<file path="src/sv/pcmsp_pkg.sv">
// Shared types, codes and defaults for the PCM sample packer.
package pcmsp_pkg;

   localparam int FRAC_BITS_DEFAULT   = 24;
   localparam int QUEUE_DEPTH_DEFAULT = 4;

   localparam int CSR_INDEX_W = 3;
   localparam int CSR_DATA_W  = 32;

   // register indexes
   localparam logic [CSR_INDEX_W-1:0] CSR_FORMAT    = 3'd0;
   localparam logic [CSR_INDEX_W-1:0] CSR_GAIN      = 3'd1;
   localparam logic [CSR_INDEX_W-1:0] CSR_OFFSET    = 3'd2;
   localparam logic [CSR_INDEX_W-1:0] CSR_CLIP_HIGH = 3'd3;
   localparam logic [CSR_INDEX_W-1:0] CSR_CLIP_LOW  = 3'd4;

   // output format codes
   localparam logic [2:0] FMT_U8     = 3'd0;
   localparam logic [2:0] FMT_S16_LE = 3'd1;
   localparam logic [2:0] FMT_S16_BE = 3'd2;
   localparam logic [2:0] FMT_S24_LE = 3'd3;
   localparam logic [2:0] FMT_S24_BE = 3'd4;
   localparam logic [2:0] FMT_S32_LE = 3'd5;
   localparam logic [2:0] FMT_S32_BE = 3'd6;

   localparam logic [2:0]         FORMAT_RESET    = FMT_S16_LE;
   localparam logic [31:0]        GAIN_RESET      = 32'd32768;
   localparam logic [7:0]         OFFSET_RESET    = 8'h80;
   localparam logic signed [31:0] CLIP_HIGH_RESET = 32'sd16777216;
   localparam logic signed [31:0] CLIP_LOW_RESET  = -32'sd16777216;

   localparam logic [7:0] PAD_BYTE  = 8'h00;
   localparam logic [7:0] SIGN_MASK = 8'h80;

   typedef struct packed {
      logic signed [31:0] sample_value;
      logic               block_end;
   } req_word_type;

   typedef struct packed {
      logic [7:0] out_byte;
      logic       last_byte;
      logic       block_end_out;
   } rsp_word_type;

   // one packed sample waiting for the serializer: bytes in send order
   typedef struct packed {
      logic [3:0][7:0] bytes;
      logic [1:0]      last_idx;
      logic            block_end;
   } entry_type;

endpackage

</file>
<file path="src/sv/pcmsp_front.sv">
// Front end: configuration registers, clamp, gain multiply and byte packing.
module pcmsp_front #(
   parameter int FRAC_BITS = pcmsp_pkg::FRAC_BITS_DEFAULT
) (
   input  logic                                   clock,
   input  logic                                   reset,
   input  logic                                   csr_write_en,
   input  logic [pcmsp_pkg::CSR_INDEX_W-1:0]      csr_index,
   input  logic [pcmsp_pkg::CSR_DATA_W-1:0]       csr_wdata,
   input  logic                                   in_valid,
   input  pcmsp_pkg::req_word_type                in_word,
   output logic                                   wr_en,
   output pcmsp_pkg::entry_type                   wr_entry,
   output logic [1:0]                             inflight
);

   logic [2:0]         format_ff,    format_in;
   logic [31:0]        gain_ff,      gain_in;
   logic [7:0]         offset_ff,    offset_in;
   logic signed [31:0] clip_high_ff, clip_high_in;
   logic signed [31:0] clip_low_ff,  clip_low_in;

   logic        s1_valid_ff, s1_valid_in;
   logic        s1_neg_ff,   s1_neg_in;
   logic [31:0] s1_mag_ff,   s1_mag_in;
   logic        s1_bend_ff,  s1_bend_in;

   logic        s2_valid_ff, s2_valid_in;
   logic        s2_neg_ff,   s2_neg_in;
   logic [63:0] s2_prod_ff,  s2_prod_in;
   logic        s2_bend_ff,  s2_bend_in;

   logic signed [31:0] clamped;
   logic [63:0]        shifted;
   logic [31:0]        scaled;
   logic [7:0]         b0, b1, b2, b3, b2_sign;

   // register file
   always_comb begin
      format_in    = format_ff;
      gain_in      = gain_ff;
      offset_in    = offset_ff;
      clip_high_in = clip_high_ff;
      clip_low_in  = clip_low_ff;
      if (csr_write_en) begin
         unique case (csr_index)
            pcmsp_pkg::CSR_FORMAT:    format_in    = csr_wdata[2:0];
            pcmsp_pkg::CSR_GAIN:      gain_in      = csr_wdata;
            pcmsp_pkg::CSR_OFFSET:    offset_in    = csr_wdata[7:0];
            pcmsp_pkg::CSR_CLIP_HIGH: clip_high_in = csr_wdata;
            pcmsp_pkg::CSR_CLIP_LOW:  clip_low_in  = csr_wdata;
            default: ;
         endcase
      end
   end

   // stage 1: clamp, high limit wins when the limits cross
   always_comb begin
      if (in_word.sample_value > clip_high_ff) begin
         clamped = clip_high_ff;
      end else if (in_word.sample_value < clip_low_ff) begin
         clamped = clip_low_ff;
      end else begin
         clamped = in_word.sample_value;
      end
      s1_valid_in = in_valid;
      s1_neg_in   = clamped[31];
      s1_mag_in   = clamped[31] ? (~clamped + 32'd1) : clamped;
      s1_bend_in  = in_word.block_end;
   end

   // stage 2: magnitude times gain
   always_comb begin
      s2_valid_in = s1_valid_ff;
      s2_neg_in   = s1_neg_ff;
      s2_prod_in  = {32'd0, s1_mag_ff} * {32'd0, gain_ff};
      s2_bend_in  = s1_bend_ff;
   end

   // stage 3: truncate toward zero, restore sign, pack bytes
   always_comb begin
      shifted = s2_prod_ff >> FRAC_BITS;
      scaled  = s2_neg_ff ? (~shifted[31:0] + 32'd1) : shifted[31:0];
      b0      = scaled[7:0];
      b1      = scaled[15:8];
      b2      = scaled[23:16];
      b3      = scaled[31:24];
      b2_sign = scaled[31] ? (b2 | pcmsp_pkg::SIGN_MASK) : b2;

      wr_en              = s2_valid_ff;
      wr_entry.block_end = s2_bend_ff;
      wr_entry.bytes     = {b3, b2, b1, b0};
      wr_entry.last_idx  = 2'd3;
      unique case (format_ff)
         pcmsp_pkg::FMT_U8: begin
            wr_entry.bytes[0] = b0 + offset_ff;
            wr_entry.last_idx = 2'd0;
         end
         pcmsp_pkg::FMT_S16_LE: begin
            wr_entry.last_idx = 2'd1;
         end
         pcmsp_pkg::FMT_S16_BE: begin
            wr_entry.bytes[0] = b1;
            wr_entry.bytes[1] = b0;
            wr_entry.last_idx = 2'd1;
         end
         pcmsp_pkg::FMT_S24_LE: begin
            wr_entry.bytes = {pcmsp_pkg::PAD_BYTE, b2_sign, b1, b0};
         end
         pcmsp_pkg::FMT_S24_BE: begin
            wr_entry.bytes = {b0, b1, b2_sign, pcmsp_pkg::PAD_BYTE};
         end
         pcmsp_pkg::FMT_S32_LE: begin
            wr_entry.bytes = {b3, b2, b1, b0};
         end
         pcmsp_pkg::FMT_S32_BE: begin
            wr_entry.bytes = {b0, b1, b2, b3};
         end
         default: begin
            // unused code: drop the sample
            wr_en = 1'b0;
         end
      endcase
   end

   assign inflight = {1'b0, s1_valid_ff} + {1'b0, s2_valid_ff};

   always_ff @(posedge clock) begin
      if (reset) begin
         format_ff    <= pcmsp_pkg::FORMAT_RESET;
         gain_ff      <= pcmsp_pkg::GAIN_RESET;
         offset_ff    <= pcmsp_pkg::OFFSET_RESET;
         clip_high_ff <= pcmsp_pkg::CLIP_HIGH_RESET;
         clip_low_ff  <= pcmsp_pkg::CLIP_LOW_RESET;
         s1_valid_ff  <= 1'b0;
         s2_valid_ff  <= 1'b0;
      end else begin
         format_ff    <= format_in;
         gain_ff      <= gain_in;
         offset_ff    <= offset_in;
         clip_high_ff <= clip_high_in;
         clip_low_ff  <= clip_low_in;
         s1_valid_ff  <= s1_valid_in;
         s2_valid_ff  <= s2_valid_in;
      end
   end

   always_ff @(posedge clock) begin
      s1_neg_ff  <= s1_neg_in;
      s1_mag_ff  <= s1_mag_in;
      s1_bend_ff <= s1_bend_in;
      s2_neg_ff  <= s2_neg_in;
      s2_prod_ff <= s2_prod_in;
      s2_bend_ff <= s2_bend_in;
   end

endmodule

</file>
<file path="src/sv/pcmsp_queue.sv">
// Small queue of packed samples between the front end and the serializer.
module pcmsp_queue #(
   parameter int DEPTH = pcmsp_pkg::QUEUE_DEPTH_DEFAULT,
   localparam int PW = $clog2(DEPTH),
   localparam int CW = $clog2(DEPTH + 1)
) (
   input  logic                 clock,
   input  logic                 reset,
   input  logic                 wr_en,
   input  pcmsp_pkg::entry_type wr_entry,
   input  logic                 rd_en,
   output pcmsp_pkg::entry_type rd_entry,
   output logic                 empty,
   output logic [CW-1:0]        count
);

   pcmsp_pkg::entry_type mem_ff [DEPTH];
   logic [PW-1:0] head_ff,  head_in;
   logic [PW-1:0] tail_ff,  tail_in;
   logic [CW-1:0] count_ff, count_in;
   logic          do_wr, do_rd;

   always_comb begin
      do_wr    = wr_en && (count_ff != CW'(DEPTH));
      do_rd    = rd_en && (count_ff != '0);
      head_in  = head_ff;
      tail_in  = tail_ff;
      count_in = count_ff;
      if (do_wr) begin
         tail_in = (tail_ff == PW'(DEPTH - 1)) ? '0 : tail_ff + PW'(1);
      end
      if (do_rd) begin
         head_in = (head_ff == PW'(DEPTH - 1)) ? '0 : head_ff + PW'(1);
      end
      if (do_wr && !do_rd) begin
         count_in = count_ff + CW'(1);
      end else if (do_rd && !do_wr) begin
         count_in = count_ff - CW'(1);
      end
   end

   assign rd_entry = mem_ff[head_ff];
   assign empty    = (count_ff == '0);
   assign count    = count_ff;

   always_ff @(posedge clock) begin
      if (reset) begin
         head_ff  <= '0;
         tail_ff  <= '0;
         count_ff <= '0;
      end else begin
         head_ff  <= head_in;
         tail_ff  <= tail_in;
         count_ff <= count_in;
      end
   end

   always_ff @(posedge clock) begin
      if (do_wr) begin
         mem_ff[tail_ff] <= wr_entry;
      end
   end

endmodule

</file>
<file path="src/sv/pcmsp_back.sv">
// Back end: serializes packed samples into single bytes behind an output register.
module pcmsp_back (
   input  logic                    clock,
   input  logic                    reset,
   input  pcmsp_pkg::entry_type    q_entry,
   input  logic                    q_empty,
   output logic                    q_pop,
   output logic                    rsp_empty,
   output pcmsp_pkg::rsp_word_type rsp_data,
   input  logic                    rsp_pop
);

   logic                    cur_valid_ff, cur_valid_in;
   pcmsp_pkg::entry_type    cur_ff,       cur_in;
   logic [1:0]              idx_ff,       idx_in;
   logic                    out_valid_ff, out_valid_in;
   pcmsp_pkg::rsp_word_type out_ff,       out_in;
   logic                    out_load, cur_last;

   always_comb begin
      out_load     = cur_valid_ff && (!out_valid_ff || rsp_pop);
      cur_last     = (idx_ff == cur_ff.last_idx);
      q_pop        = !q_empty && (!cur_valid_ff || (out_load && cur_last));

      out_valid_in = out_valid_ff;
      out_in       = out_ff;
      if (out_load) begin
         out_valid_in         = 1'b1;
         out_in.out_byte      = cur_ff.bytes[idx_ff];
         out_in.last_byte     = cur_last;
         out_in.block_end_out = cur_last && cur_ff.block_end;
      end else if (rsp_pop) begin
         out_valid_in = 1'b0;
      end

      cur_valid_in = cur_valid_ff;
      cur_in       = cur_ff;
      idx_in       = idx_ff;
      if (q_pop) begin
         cur_valid_in = 1'b1;
         cur_in       = q_entry;
         idx_in       = 2'd0;
      end else if (out_load && cur_last) begin
         cur_valid_in = 1'b0;
      end else if (out_load) begin
         idx_in = idx_ff + 2'd1;
      end
   end

   assign rsp_empty = !out_valid_ff;
   assign rsp_data  = out_ff;

   always_ff @(posedge clock) begin
      if (reset) begin
         cur_valid_ff <= 1'b0;
         out_valid_ff <= 1'b0;
         idx_ff       <= '0;
      end else begin
         cur_valid_ff <= cur_valid_in;
         out_valid_ff <= out_valid_in;
         idx_ff       <= idx_in;
      end
   end

   always_ff @(posedge clock) begin
      cur_ff <= cur_in;
      out_ff <= out_in;
   end

endmodule

</file>
<file path="src/sv/pcm_sample_packer_core.sv">
// Top level of the PCM sample packer: front end, sample queue and byte serializer.
//  - Push one Q7.24 sample word on req_data with req_push while req_full is low.
//    The sample is clamped to [clip_low, clip_high], scaled by the gain register
//    (truncating toward zero) and packed for the selected format.
//  - Each packed byte leaves as one word on rsp_data while rsp_empty is low;
//    pop it with rsp_pop. The final byte of a sample has last_byte set and
//    carries block_end on block_end_out. Format code 7 produces no bytes.
//  - Write registers through csr_write_en / csr_index / csr_wdata only while
//    the block is drained; a write to an unknown index is dropped.
//  - The first byte of a sample passes the clamp and multiply registers, the queue
//    write, the serializer load and the output register before it can be popped.
//  - Throughput: one byte per cycle while rsp_pop stays high, set by the
//    single-byte output register; a sample is 1, 2 or 4 bytes depending on
//    format, so pushes may come back to back while the queue has room.
//  - When the consumer stalls the output word holds, the serializer and queue
//    fill, and req_full rises once queued plus in-flight samples reach the
//    queue depth; nothing is lost.
//  - Synchronous reset empties the pipeline and queue and restores all
//    registers to their defaults (format s16 le, gain 32768, offset 128,
//    limits +1.0 / -1.0).
module pcm_sample_packer_core #(
   parameter int FRAC_BITS   = pcmsp_pkg::FRAC_BITS_DEFAULT,
   parameter int QUEUE_DEPTH = pcmsp_pkg::QUEUE_DEPTH_DEFAULT
) (
   input  logic                                clock,
   input  logic                                reset,
   input  logic                                req_push,
   output logic                                req_full,
   input  pcmsp_pkg::req_word_type             req_data,
   output logic                                rsp_empty,
   input  logic                                rsp_pop,
   output pcmsp_pkg::rsp_word_type             rsp_data,
   input  logic                                csr_write_en,
   input  logic [pcmsp_pkg::CSR_INDEX_W-1:0]   csr_index,
   input  logic [pcmsp_pkg::CSR_DATA_W-1:0]    csr_wdata
);

   localparam int CW = $clog2(QUEUE_DEPTH + 1);

   logic                 accept;
   logic                 wr_en;
   pcmsp_pkg::entry_type wr_entry;
   logic [1:0]           inflight;
   pcmsp_pkg::entry_type q_entry;
   logic                 q_empty, q_pop;
   logic [CW-1:0]        q_count;
   logic [CW:0]          pending;

   // reserve a queue slot for every sample still in the front pipeline
   assign pending  = {1'b0, q_count} + (CW + 1)'(inflight);
   assign req_full = (pending >= (CW + 1)'(QUEUE_DEPTH));
   assign accept   = req_push && !req_full;

   pcmsp_front #(
      .FRAC_BITS (FRAC_BITS)
   ) u_front (
      .clock        (clock),
      .reset        (reset),
      .csr_write_en (csr_write_en),
      .csr_index    (csr_index),
      .csr_wdata    (csr_wdata),
      .in_valid     (accept),
      .in_word      (req_data),
      .wr_en        (wr_en),
      .wr_entry     (wr_entry),
      .inflight     (inflight)
   );

   pcmsp_queue #(
      .DEPTH (QUEUE_DEPTH)
   ) u_queue (
      .clock    (clock),
      .reset    (reset),
      .wr_en    (wr_en),
      .wr_entry (wr_entry),
      .rd_en    (q_pop),
      .rd_entry (q_entry),
      .empty    (q_empty),
      .count    (q_count)
   );

   pcmsp_back u_back (
      .clock     (clock),
      .reset     (reset),
      .q_entry   (q_entry),
      .q_empty   (q_empty),
      .q_pop     (q_pop),
      .rsp_empty (rsp_empty),
      .rsp_data  (rsp_data),
      .rsp_pop   (rsp_pop)
   );

endmodule

</file>
<file path="config.mk">
export PLATFORM = sky130hd
export DESIGN_NAME = pcm_sample_packer_core
export DESIGN_NICKNAME = d
export VERILOG_FILES = /design/src/sv/pcmsp_pkg.sv /design/src/sv/pcmsp_front.sv /design/src/sv/pcmsp_queue.sv /design/src/sv/pcmsp_back.sv /design/src/sv/pcm_sample_packer_core.sv
export SDC_FILE = /design/constraint.sdc
export NUM_CORES = 2
export LEC_CHECK = 0
export ABC_CLOCK_PERIOD_IN_PS = 7800
export BUFFER_PORTS_ARGS = -buffer_cell sky130_fd_sc_hd__buf_2
export CAP_MARGIN = 20
export CORE_UTILIZATION = 55
export DETAILED_ROUTE_END_ITERATION = 12
export PLACE_DENSITY = 0.72
export RECOVER_POWER = 25
export SYNTH_ARGS = -nofsm -noshare
export SYNTH_HDL_FRONTEND = slang
export SYNTH_HIERARCHICAL = 1
export SYNTH_SLANG_ARGS = --single-unit
export TNS_END_PERCENT = 100
</file>
<file path="constraint.sdc">
create_clock -name clock -period 7.8 [get_ports clock]
set_clock_uncertainty 0.2 [all_clocks]
set_input_delay 0.39 -clock clock [delete_from_list [all_inputs] [get_ports clock]]
set_output_delay 0.39 -clock clock [all_outputs]
set_load 0.02 [all_outputs]
</file>
After elaboration in Yosys (flattened, before gate mapping)
Memory sizes are Yosys's and may differ from the RTL's. A register that Yosys moved wholly into a read port is not among the register bits. Cells that the tools add are included.

Add/sub/neg operators: 10. $mul: 1. Div/mod/pow operators: 0. Magnitude comparators: 4. Eq/ne operators: 14. Shift-type cells: 0. Mux-type cells: 22. Bitwise operators: 3. Reduce and logical (&&, ||, !) cells: 34.

Operators with widths (number): two-way mux 32 bit (3); adder 32 x 1 -> 32 bit, second input constant (2); NOT 32 bit (2); multiplier 32 x 32 -> 56 bit (1); greater-than comparator 32 bit (1); < comparator 32 bit (1); case mux 16 bit (2 select lines) (1); case mux 8 bit (4 select lines) (1); two-way mux 31 bit (1); case mux 8 bit (3 select lines) (1); binary-select mux 8 bit (select 2 bit) (1); two-way mux 8 bit (2); equality test 3 x 2 -> 1 bit, second input constant (4); equality test 3 bit, second input constant (4); AND reduction 2 bit (6); logical AND 1 bit (9); logical NOT 3 bit (3); adder 8 bit (1); two-way mux 1 bit (7); OR reduction 7 bit (1); adder 2 x 1 -> 2 bit, second input constant (3); equality test 3 x 1 -> 1 bit, second input constant (2); logical NOT 1 bit (6); two-way mux 3 bit (2); 16 further kinds (23).

Register bits after elaboration: 222. Latch bits: 0. Memory bits (writable): 140. Bits in read-only memories: 0. Bits of input ports: 73. Output and inout bits: 12. Logic and storage cells: 112. Memories: 1.

Memory list: u_queue.mem_ff (words 4, width 35, read ports 1, clocked after memory_dff 1, write ports 1, line pcmsp_queue.sv:17) `pcmsp_pkg::entry_type mem_ff [DEPTH];`.

Depth between registers and ports, before layout
Depth after elaboration: 10. Mapped depth: 30. Depth with buffers taken out: 29.

Hierarchy
The synthesis kept the hierarchy.

By module, submodules not included: pcmsp_front (instances 1, cells each 4659, area each 40619.0 µm², sequential area each 3543.4 µm²); pcmsp_queue (instances 1, cells each 230, area each 5585.4 µm², sequential area each 4384.2 µm²); pcmsp_back (instances 1, cells each 79, area each 1779.2 µm², sequential area each 1431.4 µm²); pcm_sample_packer_core (instances 1, cells each 5, area each 33.8 µm², sequential area each 0.0 µm²).

Least setup slack after synthesis
Ideal clock, no wire load.

Path kind: register to register. Start point: register u_front.gain_ff[7]. End point: register u_front.s2_prod_ff[44]. Library setup time: 0.118 ns. Arrival: 7.351 ns. Data required time: 7.482 ns. Path slack: 0.130 ns. Stages on the path, launching flop included: 29. Path buffers: 1. Period minus slack after synthesis: 7.670 ns. Path through: dfxtp_1 > clkbuf_1 > and2_1 > fa_1 > fa_1 > fa_1 > inv_1 > fa_1 > inv_1 > fa_1 > inv_1 > fa_1 > inv_1 > fa_1 > inv_1 > fa_1 > inv_1 > ha_1 > nand2_1 > a2111oi_0 > nand3_1 > o211ai_1 > o21ai_0 > o41ai_1 > a221oi_2 > o21ai_1 > a21o_1 > a21oi_1 > xnor2_1.

Word-level cells in the longest chain between the ends: 1.

RTL lines: start, declared (line pcmsp_front.sv:18) `logic [31:0] gain_ff, gain_in;`; start signal, assigned (line pcmsp_front.sv:131) `gain_ff <= pcmsp_pkg::GAIN_RESET;`; start signal, assigned (line pcmsp_front.sv:139) `gain_ff <= gain_in;`; multiplier 32 x 32 -> 56 bit (line pcmsp_front.sv:76) `s2_prod_in = {32'd0, s1_mag_ff} * {32'd0, gain_ff};`; net u_front.s2_prod_in[44] (line pcmsp_front.sv:30) `logic [63:0] s2_prod_ff, s2_prod_in;`; end signal, assigned (line pcmsp_front.sv:153) `s2_prod_ff <= s2_prod_in;`; end, declared (line pcmsp_front.sv:30).

The timed path passes the listed nets, and every way through them passes these cells. A chain may end at the register's enable or synchronous reset.

Worst setup path in the final report
Start point: register u_front.gain_ff[7]. End point: register u_front.s2_prod_ff[43].

Same word-level chain as after synthesis.

==> run_results.csv <==
group,metric,value,unit
clock_tree,cts_tree,"built",
worst_hold_path,min_to,"u_back/out_valid_ff",
pwr,vdd_drop_max,0.3480,mV
global_route,grt_max_degree,76,
clock_tree,path_clk_slew,0.06,ns
setup_path,end_kind,"flop",
setup_path,startpoint_type,"flop",
pwr,intPower,5.676,mW
synth,ys_seq_elements,375,
pwr,swShare,41.77,%
sta,slew_viol_final,99,
global_route,antenna_found_initial,1,
final_layout,fin_area,0.05297,mm^2
sta,rsz0062_at_grt,"true",
detailed_routing,via_count,34388,
synth,syn-num-nets,6206,
placement,gp_congestion,1.001,
sta,relSlewSlack,-69.53,%
worst_hold_path,min_path_type,"primary input to flop",
final_layout,nets,6342,
floorplanning,die_y,297.5,um
clock_tree,clk_latency,0.58,ns
sta,hold_viol,0,
synth,synth_edf_count,185,
setup_path,cp.required,8.06,ns
floorplanning,die_area,0.08849,mm^2
floorplanning,boundaryPins,85,
setup_path,worstRegToRegCells,27,
final_layout,area_delta_synth_final,10.32,%
synth,synthFlopType,"dfxtp_1",
pwr,p_switching,4.071,mW
synth,async_flop_share,0,%
detailed_routing,drt-pass1-iter-count,6,
final_layout,layout_commonest_cell,"inv_1",
sta,setup_viol,0,
floorplanning,start_util,55.95,%
setup_path,r2r_slack,0.06,ns
placement,place_hpwl,104600,um
clock_tree,cts_sinks,375,
pwr,clkPwrFrac,20.9,%
detailed_routing,ant_nets,0,
synth,postSynthAreaPerCell,9.656,um^2
final_layout,mostFrequentLayoutCells,"963 x inv_1, 865 x fa_1, 761 x nand2_1",
detailed_routing,drtIter0Drc,2712,
setup_path,startpoint,"u_front/gain_ff[7]",
clock_tree,numCtsBuffers,42,
final_layout,drive_gt1_share,10.07,%
placement,portBuffers,84,
global_route,track_usage,30.03,%
clock_tree,cts_root_buffer,"clkbuf_16",
floorplanning,die_width,297.5,um
placement,dp_cells,6171,
setup_path,criticalPathCategory,"flop to flop",
worst_hold_path,hold_path_startpoint,"reset",
outcome,status,"finished, violations left",
detailed_routing,wl_per_cell,20.48,um
pwr,p_comb_share,49.9,%
global_route,gr-total-overflow,0,
worst_hold_path,hold_depth,2,
detailed_routing,drcViolationCount,0,
synth,ys_seq_area_share,19.49,%
clock_tree,cts.path.max_buffers,3,
pwr,cellPowerDensity,184.0,mW/mm^2
final_layout,final_cells,6288,
setup_path,timing.rr.end,"u_front/s2_prod_ff[43]",
setup_path,arrival,8.00,ns
detailed_routing,routed_wl,128800,um
sta,tightest_slew,2.543,ns
placement,placed_area,0.05087,mm^2
pwr,pwr-share-seq,29.2,%
global_route,grt_pass1_wl,205800,um
detailed_routing,viasPerCell,5.469,
clock_tree,htree_levels,2,
floorplanning,rows,107,
setup_path,crit_path_max_fanout,7,
synth,syn_inst,4973,
global_route,grt_pass1_vias,36770,
floorplanning,coreArea,0.08582,mm^2
synth,yosysWarnings,6,
run,cap_violations,3,
outcome,violations,"max-capacitance violations, max-slew violations",
sta,timing.final.crit_share,99.27,%
sta,period_needed,7.743,ns
synth,syn_area,0.04802,mm^2
pwr,p_leak,24.43,nW
setup_path,rr_startpoint,"u_front/gain_ff[7]",
sta,fmax,129.1,MHz
synth,synthDistinctLibCells,82,
sequential cells by signal, indices dropped and copies added (netlist names), named ones only:
| name | cells |
|---|---|
| u_back/out_valid_ff | 1 |
| u_front/s2_bend_ff | 1 |
| u_front/s2_valid_ff | 1 |
| u_queue/mem_ff | 140 |
| u_front/s1_valid_ff | 1 |
| u_queue/tail_ff | 2 |
| u_front/s1_bend_ff | 1 |
| u_front/s2_prod_ff | 32 |
| u_back/rsp_data | 10 |
| u_queue/head_ff | 2 |
| u_front/s1_mag_ff | 32 |
| u_front/gain_ff | 32 |
| u_front/s1_neg_ff | 1 |
| u_front/s2_neg_ff | 1 |
| u_front/clip_high_ff | 32 |
| u_front/offset_ff | 8 |
| u_front/format_ff | 3 |
| u_back/cur_valid_ff | 1 |
| u_front/clip_low_ff | 32 |
| u_back/cur_ff | 35 |
| u_queue/count | 3 |
| u_back/idx_ff | 2 |
power groups by stage:
stage	clock, mW	combinational (mW)	sequential [mW]
finish	2.03	4.87	2.85
global route	2.15	5.35	2.88
CTS	2.08	4.79	2.84
detailed placement	0	4.69	2.88
global placement	0	4.59	2.86
floorplan	0	3.03	2.77
cell usage after synthesis (5+ instances only):
cell / number / share of area, %
nand3b_1: 13 / 0.20
a21oi_1: 190 / 2.0
mux4_1: 5 / 0.27
o21ai_0: 74 / 0.77
nand2b_1: 16 / 0.21
a211oi_1: 10 / 0.16
a221oi_1: 11 / 0.20
ha_1: 289 / 7.5
o211ai_1: 5 / 0.078
nor3_1: 28 / 0.29
clkbuf_1: 249 / 1.9
nand2_1: 763 / 6.0
inv_1: 968 / 7.6
mux2i_1: 46 / 0.96
xnor2_1: 72 / 1.3
edfxtp_1: 185 / 12
o21ai_1: 8 / 0.083
nor2b_1: 16 / 0.21
mux4_2: 38 / 1.8
or3_1: 12 / 0.16
fa_1: 871 / 36
o21bai_1: 8 / 0.13
o31ai_1: 13 / 0.20
o22ai_1: 15 / 0.20
a31oi_1: 5 / 0.065
and2_1: 535 / 7.0
or2_2: 6 / 0.078
a21o_1: 24 / 0.38
nor4_1: 6 / 0.078
buf_2: 10 / 0.10
and3_1: 9 / 0.12
nand4_1: 21 / 0.27
o21a_1: 12 / 0.19
nand3_1: 18 / 0.19
nor2_1: 96 / 0.75
xor2_1: 42 / 0.77
mux2_2: 11 / 0.26
dfxtp_1: 190 / 7.9
layer usage:
layer	GRT usage [%]	up-vias	part of all wire, %
met5	0	-	0.0054
met4	8.297	2	2.7
met3	7.252	187	9.5
met2	48.28	1333	46
met1	40.62	17426	42
li1	-	15440	-
through the flow:
stage	setup WS, ns	TNS, ns	hold slack, ns	util (%)	total power, mW
floorplan	0.1305	0	0.1096	-	5.802
global placement	-0.1238	-0.4464	0.1296	59.28	7.449
detailed placement	-0.3739	-3.100	0.1279	59.28	7.566
CTS	0.0001315	0	0.06143	61.56	9.713
global route	-0.2181	-1.722	0.09247	61.72	10.38
finish	0.05694	0	0.08625	61.73	9.748
worst max path at each step:
| stage | endpoint | slack (ns) |
|---|---|---|
| finish | u_front/s2_prod_ff[43] | 0.06 |
| global route | u_front/s2_prod_ff[44] | -0.22 |
| CTS | u_front/s2_prod_ff[55] | 0.0001 |
| detailed placement | u_front/s2_prod_ff[53] | -0.37 |
| global placement | u_front/s2_prod_ff[44] | -0.12 |
| floorplan | u_front/s2_prod_ff[44] | 0.13 |
repair_timing:
action                     in CTS  in global routing
buffers inserted                3                  5
setup endpoints to repair      13                 18
hold endpoints to repair       96                  0
pin swaps                      43                 42
gates resized for setup        43                 47
hold buffers                   35                  0
worst max-delay path, cell delays in order, from the launching register on:
cell and delay (ns):
dfxtp_4 0.36, buf_6 0.11, buf_4 0.15, and2_1 0.15, fa_1 0.55, fa_1 0.44, fa_1 0.51, inv_1 0.06
fa_1 0.55, inv_1 0.05, fa_1 0.47, fa_1 0.52, fa_1 0.49, inv_1 0.05, fa_1 0.48, inv_1 0.07
ha_4 0.22, a21o_1 0.20, a21o_1 0.20, a2111oi_4 0.33, o21ai_2 0.12, a311oi_2 0.28, o41ai_4 0.17, a221oi_4 0.36
o21ai_2 0.09, a21o_1 0.18, buf_4 0.14, xor2_1 0.13
layout make-up:
class / instances / area, um^2
timing repair buffer: 364 / 2949
inverter: 969 / 3637
clock buffer: 51 / 1135
antenna: 1 / 2.502
fill: 6930 / 32840
clock inverter: 27 / 280.3
multi-input combinational: 3357 / 34150
sequential: 375 / 9389
tap: 1144 / 1431
logic make-up after synthesis:
family          share of synthesized area (%)
compound gates                          5.394
xor+xnor                                2.113
fa+ha+maj                               43.84
buf+inv                                 9.925
flops                                   19.49
mux                                     3.364
simple gates                            15.87
Power figures use the tool's default switching activity.
